$ cat src/hdl/shs_ram.sv
// shs_ram: generic simple dual-port synchronous ram, registered read
// no dependencies
module shs_ram #(
    parameter int WIDTH = 8,
    parameter int DEPTH = 16
) (
    input  logic                                   clk,
    input  logic                                   we,
    input  logic [(DEPTH > 1 ? $clog2(DEPTH) : 1)-1:0] waddr,
    input  logic [WIDTH-1:0]                       wdata,
    input  logic                                   re,
    input  logic [(DEPTH > 1 ? $clog2(DEPTH) : 1)-1:0] raddr,
    output logic [WIDTH-1:0]                       rdata
);

    logic [WIDTH-1:0] mem [DEPTH];

    always_ff @(posedge clk)
    begin
        if (we)
            mem[waddr] <= wdata;
        if (re)
            rdata <= mem[raddr];
    end

endmodule

$ cat config.mk
export PLATFORM = sky130hd
export DESIGN_NAME = shs_ram
export DESIGN_NICKNAME = d
export VERILOG_FILES = /design/src/hdl/shs_ram.sv
export SDC_FILE = /design/constraint.sdc
export NUM_CORES = 1
export LEC_CHECK = 0
export ABC_AREA = 1
export BUFFER_PORTS_ARGS = -buffer_cell sky130_fd_sc_hd__clkbuf_2
export CAP_MARGIN = 10
export CELL_PAD_IN_SITES_DETAIL_PLACEMENT = 1
export CELL_PAD_IN_SITES_GLOBAL_PLACEMENT = 1
export CORE_MARGIN = 2
export CORE_UTILIZATION = 52
export CTS_CLUSTER_DIAMETER = 100
export DETAILED_ROUTE_END_ITERATION = 16
export PLACE_DENSITY = 0.87
export SLEW_MARGIN = 40
export SYNTH_ARGS = -nofsm -noshare
export SYNTH_HDL_FRONTEND = slang
export SYNTH_SLANG_ARGS = --single-unit
$ cat constraint.sdc
create_clock -name clk -period 2.4 [get_ports clk]
set_clock_uncertainty 0.1 [all_clocks]
set_input_delay 0.48 -clock clk [delete_from_list [all_inputs] [get_ports clk]]
set_output_delay 0.48 -clock clk [all_outputs]
set_load 0.005 [all_outputs]
==> results.json, run 1 <==
{
  "outcome": "finished, final reports clean",
  "synth_seq_cells": 136,
  "setup_tns_ps": 0,
  "async_reset_ff_frac": 0,
  "synthFlopType": "edfxtp_1",
  "finalSetupViolations": 0,
  "syn-num-nets": 570,
  "diodes": 0,
  "cts_tree": "yes",
  "end_kind": "primary output",
  "cts_hold_buf": 0,
  "multi_input_area_um2": 1210,
  "ios": 27,
  "drtIter0Drc": 364,
  "post-place-ws_ps": 478,
  "finalPower_uw": 5560,
  "clock_latency_ps": 530,
  "vias_per_cell": 5.60,
  "coreArea_um2": 10900,
  "min_path_type": "in -> reg",
  "cts.sinks": 136,
  "grtUsageMet1": 0.365,
  "syn_inst": 551,
  "cp-start-kind": "flip-flop",
  "final_max_slew_viol_count": 0,
  "fillCellCount": 1170,
  "die_area_um2": 12100,
  "busiest_layer": "met2",
  "cp_cell_sequence": "clkbuf_2",
  "synth_warnings": 0,
  "root_buffer": "clkbuf_8",
  "grt-ovfl-total": 0,
  "critPathMaxFanout": 1,
  "wl_mm": 16.8,
  "grt_util_met2": 0.527,
  "period_share": 0.709,
  "drive_gt1_frac": 0.120,
  "critPathBufInv": 1,
  "cts_made_buffers": 17,
  "drt_drc_violations_left": 0,
  "first_pass_iters": 5,
  "fmax_mhz": 588,
  "cp_slowest_cell": "edfxtp_1",
  "grt_use_total": 0.307,
  "post-route-util": 0.618,
  "yosysSeqAreaShare": 0.698,
  "synthTopCellsByArea": "edfxtp_1, nand2_1, nand3_1",
  "crit_arrival_ps": 1120,
  "area_growth_pct": 15.0,
  "port_buffers": 26,
  "yosys-top-cells-count": "nand2_1, edfxtp_1, inv_1",
  "worstMarginPinSlew_ps": 628,
  "max_stage_delay_ps": 440,
  "powerDensity_nw_per_um2": 827,
  "fin_ws_ps": 699,
  "die_y_um": 110,
  "syn_area_um2": 5850,
  "vias": 4178,
  "period_needed_ps": 1700,
  "worst-endpoint-required_ps": 1820,
  "clk_path_buf_depth": 2,
  "synth.most_common_cell": "nand2_1",
  "syn_avg_cell_area_um2": 10.6,
  "path_delay_family": "flip-flops",
  "synth_top_area_frac": 0.698,
  "crit_type": "reg -> out",
  "grt_pass1_vias": 4711,
  "relSlewSlack": 0.581,
  "nNetsFinal": 612,
  "ctsResizeCount": 0,
  "routabilityCongestion": 0.838,
  "grt_max_degree": 65,
  "met3_usage": 0.0629,
  "final-seq-area_um2": 4080,
  "yosysTopAreaCell": "edfxtp_1",
  "maxCapViolations": 0,
  "p_leak_uw": 0.00293,
  "hpwl_mm": 9.69,
  "cts_setup_buffers": 0,
  "htreeDepth": 4,
  "antenna_found_initial": 0,
  "wire_per_inst_um": 22.5,
  "synth_edf_count": 136,
  "rsz0062_at_grt": "no",
  "initial_core_util": 0.537,
  "hold_violations": 0,
  "row_count": 38,
  "clk_pin_slew_ps": 60,
  "ant_nets": 0,
  "grt_pass1_wl_mm": 25.9,
  "ys_types": 11,
  "die_x_um": 110,
  "ir_worst_vdd_mv": 0.447
}
final timing paths:
kind	startpoint	slack [ps]	to	depth (start not counted)
hold reg to reg	mem[12][6]	720	rdata[6]	6
hold / removal	re	260	rdata[3]	1
setup / recovery	rdata[0]	700	rdata[0]	1
setup reg to reg	mem[5][3]	970	rdata[3]	6
cell families after synthesis:
family	count (synthesis)	synth area share
buffers and inverters	126	0.0939
flip-flops	136	0.698
AND/OR/NAND/NOR	289	0.208
cell usage in the layout (no fill, tap or decap):
cell type,synthesis,layout
clkbuf_2,0,26
inv_2,2,2
clkbuf_8,0,1
clkinv_1,0,6
nand3b_1,2,2
clkinvlp_4,0,1
bufinv_16,0,3
nor2_1,17,17
buf_12,0,2
inv_1,100,100
edfxtp_1,136,136
clkbuf_16,0,16
nand2_1,173,173
clkinv_2,0,3
buf_4,4,19
nand3_1,97,97
clkbuf_1,0,2
routing by layer:
metal | share of wire | routed length [µm]
met1 | 0.37 | 6220
met3 | 0.072 | 1210
met4 | 0.037 | 626
met5 | 0 | 0
met2 | 0.52 | 8710
cell type report:
class,count,share of cell area
Clock buffer,19,0.0627
Clock inverter,13,0.0201
Inverter,102,0.0569
Multi-Input combinational cell,289,0.180
Sequential cell,136,0.607
Tap cell,140,0.0260
Timing Repair Buffer,47,0.0465
per-stage QoR:
stage,area [µm²],instances,hold slack [ps]
after floorplan,5850,551,479
after global placement,6170,714,614
after detailed placement,6170,714,653
after CTS,6730,746,242
after global routing,6730,746,265
final,6730,746,260
where the power goes:
part           leakage (µW)  switching (µW)  total, µW  internal [µW]
Clock              0.000270             966       2520           1550
Sequential          0.00124            19.2       2700           2680
Combinational       0.00142             253        347           94.0
state kept, by name, summed over array words and instances, names as in the netlist:
| register | flops |
|---|---|
| rdata | 8 |
| mem | 128 |
Power figures use the tool's default switching activity.
==> run 2, diff against run 1 <==
--- a/config.mk
+++ b/config.mk
@@ -5,16 +5,16 @@
 export SDC_FILE = /design/constraint.sdc
 export NUM_CORES = 1
 export LEC_CHECK = 0
-export ABC_AREA = 1
+export ABC_AREA = 0
 export BUFFER_PORTS_ARGS = -buffer_cell sky130_fd_sc_hd__clkbuf_2
 export CAP_MARGIN = 10
 export CELL_PAD_IN_SITES_DETAIL_PLACEMENT = 1
 export CELL_PAD_IN_SITES_GLOBAL_PLACEMENT = 1
 export CORE_MARGIN = 2
-export CORE_UTILIZATION = 52
+export CORE_UTILIZATION = 48
 export CTS_CLUSTER_DIAMETER = 100
 export DETAILED_ROUTE_END_ITERATION = 16
-export PLACE_DENSITY = 0.87
+export PLACE_DENSITY = 0.78
 export SLEW_MARGIN = 40
 export SYNTH_ARGS = -nofsm -noshare
 export SYNTH_HDL_FRONTEND = slang
==> constraint.sdc (replaced) <==
create_clock -name clk -period 1.5 [get_ports clk]
set_clock_uncertainty 0.1 [all_clocks]
set_input_delay 0.3 -clock clk [delete_from_list [all_inputs] [get_ports clk]]
set_output_delay 0.3 -clock clk [all_outputs]
set_load 0.005 [all_outputs]
==> run 2 against run 1 <==
Against the previous run:
- the run now ends with negative setup slack left
- setup slack worse by 740 ps
- design area fell by 5.0%
- power rose by 58%
- sequential share of layout area rose by 3.2 points
- synthesized area decreased by 11%
- wire length shrank 32%
- flip-flop and latch count unchanged
- critical path depth up 2
- die area is 3.0% lower
- largest cell class unchanged
==> results.json, run 2 <==
{
  "outcome": "finished, violations left",
  "violations": "negative setup slack",
  "p_leak_uw": 0.00215,
  "maxCapViolations": 0,
  "period_needed_ps": 1540,
  "synth_top_area_frac": 0.781,
  "yosys-top-cells-count": "edfxtp_1, mux4_2, a22oi_1",
  "path_delay_family": "multiplexers",
  "final_max_slew_viol_count": 0,
  "area_growth_pct": 22.3,
  "diodes": 0,
  "placed_cell_area_um2": 5780,
  "end_kind": "flip-flop",
  "crit_arrival_ps": 1710,
  "root_buffer": "clkbuf_8",
  "cts_made_buffers": 17,
  "fmax_mhz": 649,
  "min_path_type": "in -> reg",
  "drive_gt1_frac": 0.450,
  "grt-ovfl-total": 0,
  "die_area_um2": 11700,
  "vias": 2581,
  "ant_nets": 0,
  "row_count": 38,
  "grt_pass1_wl_mm": 17.0,
  "worstMarginPinSlew_ps": 770,
  "nNetsFinal": 317,
  "max_stage_delay_ps": 480,
  "relSlewSlack": 0.486,
  "clk_path_buf_depth": 2,
  "crit_type": "reg -> reg",
  "synth_seq_cells": 136,
  "yosysSeqAreaShare": 0.781,
  "cts.sinks": 136,
  "synth_edf_count": 136,
  "final_cell_mix": "edfxtp_1, mux4_2, buf_4, clkbuf_2, clkbuf_16",
  "synthFlopType": "edfxtp_1",
  "die_y_um": 108,
  "worst-endpoint-required_ps": 1670,
  "wire_per_inst_um": 25.2,
  "rsz0062_at_grt": "yes",
  "ys_types": 18,
  "design_area_um2": 6390,
  "syn-num-nets": 248,
  "critPathMaxFanout": 1,
  "grt_max_degree": 23,
  "drtIter0Drc": 197,
  "first_pass_iters": 4,
  "mostFrequentLayoutCell": "edfxtp_1",
  "grt_use_total": 0.216,
  "hold_violations": 0,
  "synth_warnings": 0,
  "htreeDepth": 4,
  "cts_setup_buffers": 0,
  "yosysTopAreaCell": "edfxtp_1",
  "port_buffers": 26,
  "syn_area_um2": 5230,
  "syn_inst": 229,
  "cp_cell_sequence": "mux4_2, a22oi_2, nand2_1",
  "cp-start-kind": "flip-flop",
  "largest_reg_flops": 128,
  "cp_slowest_cell": "mux4_2",
  "antenna_found_initial": 0,
  "ios": 27,
  "drt_drc_violations_left": 0,
  "reg_top3": "mem: 128 flops, rdata: 8 flops",
  "hpwl_mm": 7.28,
  "wl_mm": 11.4,
  "initial_core_util": 0.486,
  "cts_tree": "yes",
  "grt_pass1_vias": 2768,
  "cts_hold_buf": 0,
  "period_share": 1.03,
  "powerDensity_nw_per_um2": 1380,
  "routabilityCongestion": 0.748,
  "setup_tns_ps": -130,
  "syn_avg_cell_area_um2": 22.8,
  "synthTopCellsByArea": "edfxtp_1, mux4_2, mux4_1",
  "coreArea_um2": 10700,
  "ir_worst_vdd_mv": 0.842,
  "critPathBufInv": 0,
  "top_register": "mem",
  "clock_latency_ps": 540,
  "vias_per_cell": 5.72,
  "clk_pin_slew_ps": 60,
  "fin_ws_ps": -41.7,
  "finalSetupViolations": 5,
  "async_reset_ff_frac": 0,
  "synth.most_common_cell": "edfxtp_1",
  "die_x_um": 108
}
[run 2: layout make-up]
type | count | area, µm²
Tap cell | 140 | 175
Timing Repair Buffer | 60 | 473
Multi-Input combinational cell | 83 | 1080
Sequential cell | 136 | 4080
Clock buffer | 18 | 418
Clock inverter | 14 | 158
Fill cell | 943 | 4350
[run 2: cells by family after synthesis]
family                 after synthesis  share of synthesized area
buffers and inverters               10                     0.0165
and+or+nand+nor                     35                     0.0314
DFF                                136                      0.781
muxes                               32                      0.148
AOI/OAI and AO/OA                   16                     0.0230
[run 2: final timing paths]
kind         startpoint  endpoint  cells past startpoint  slack, ps
min                  re  rdata[6]                      1         80
min reg2reg  mem[15][2]  rdata[2]                      3        660
max           mem[3][4]  rdata[4]                      3        -40
max reg2reg   mem[3][4]  rdata[4]                      3        -40
[run 2: metal layers]
metal,vias up,part of all wire,GRT usage
met5,-,0,0
met4,0,0.030,0.0998
met3,24,0.046,0.0555
met2,92,0.50,0.344
met1,1356,0.42,0.282
li1,1109,-,-
[run 2: metrics by stage]
step | hold slack (ps) | util | power (µW) | cells | setup slack [ps]
floorplan | 299 | - | 4620 | 229 | -100
global placement | 599 | 0.538 | 4810 | 419 | -451
detailed placement | 601 | 0.538 | 4840 | 419 | -469
CTS | 70.2 | 0.594 | 8860 | 451 | -59.1
global route | 75.9 | 0.595 | 9030 | 451 | -77.7
finish | 78.5 | 0.595 | 8820 | 451 | -41.7
[run 2: repair_timing]
action | in CTS | in global routing
endpoints found under the setup margin | 8 | 9
pin swaps | 1 | 1
gates resized for setup | 8 | 1
[run 2: report_power, final]
group | leakage (µW) | internal [µW] | switching, µW
registers | 0.00124 | 4280 | 26.1
logic | 0.000635 | 208 | 255
clock network | 0.000284 | 2510 | 1540
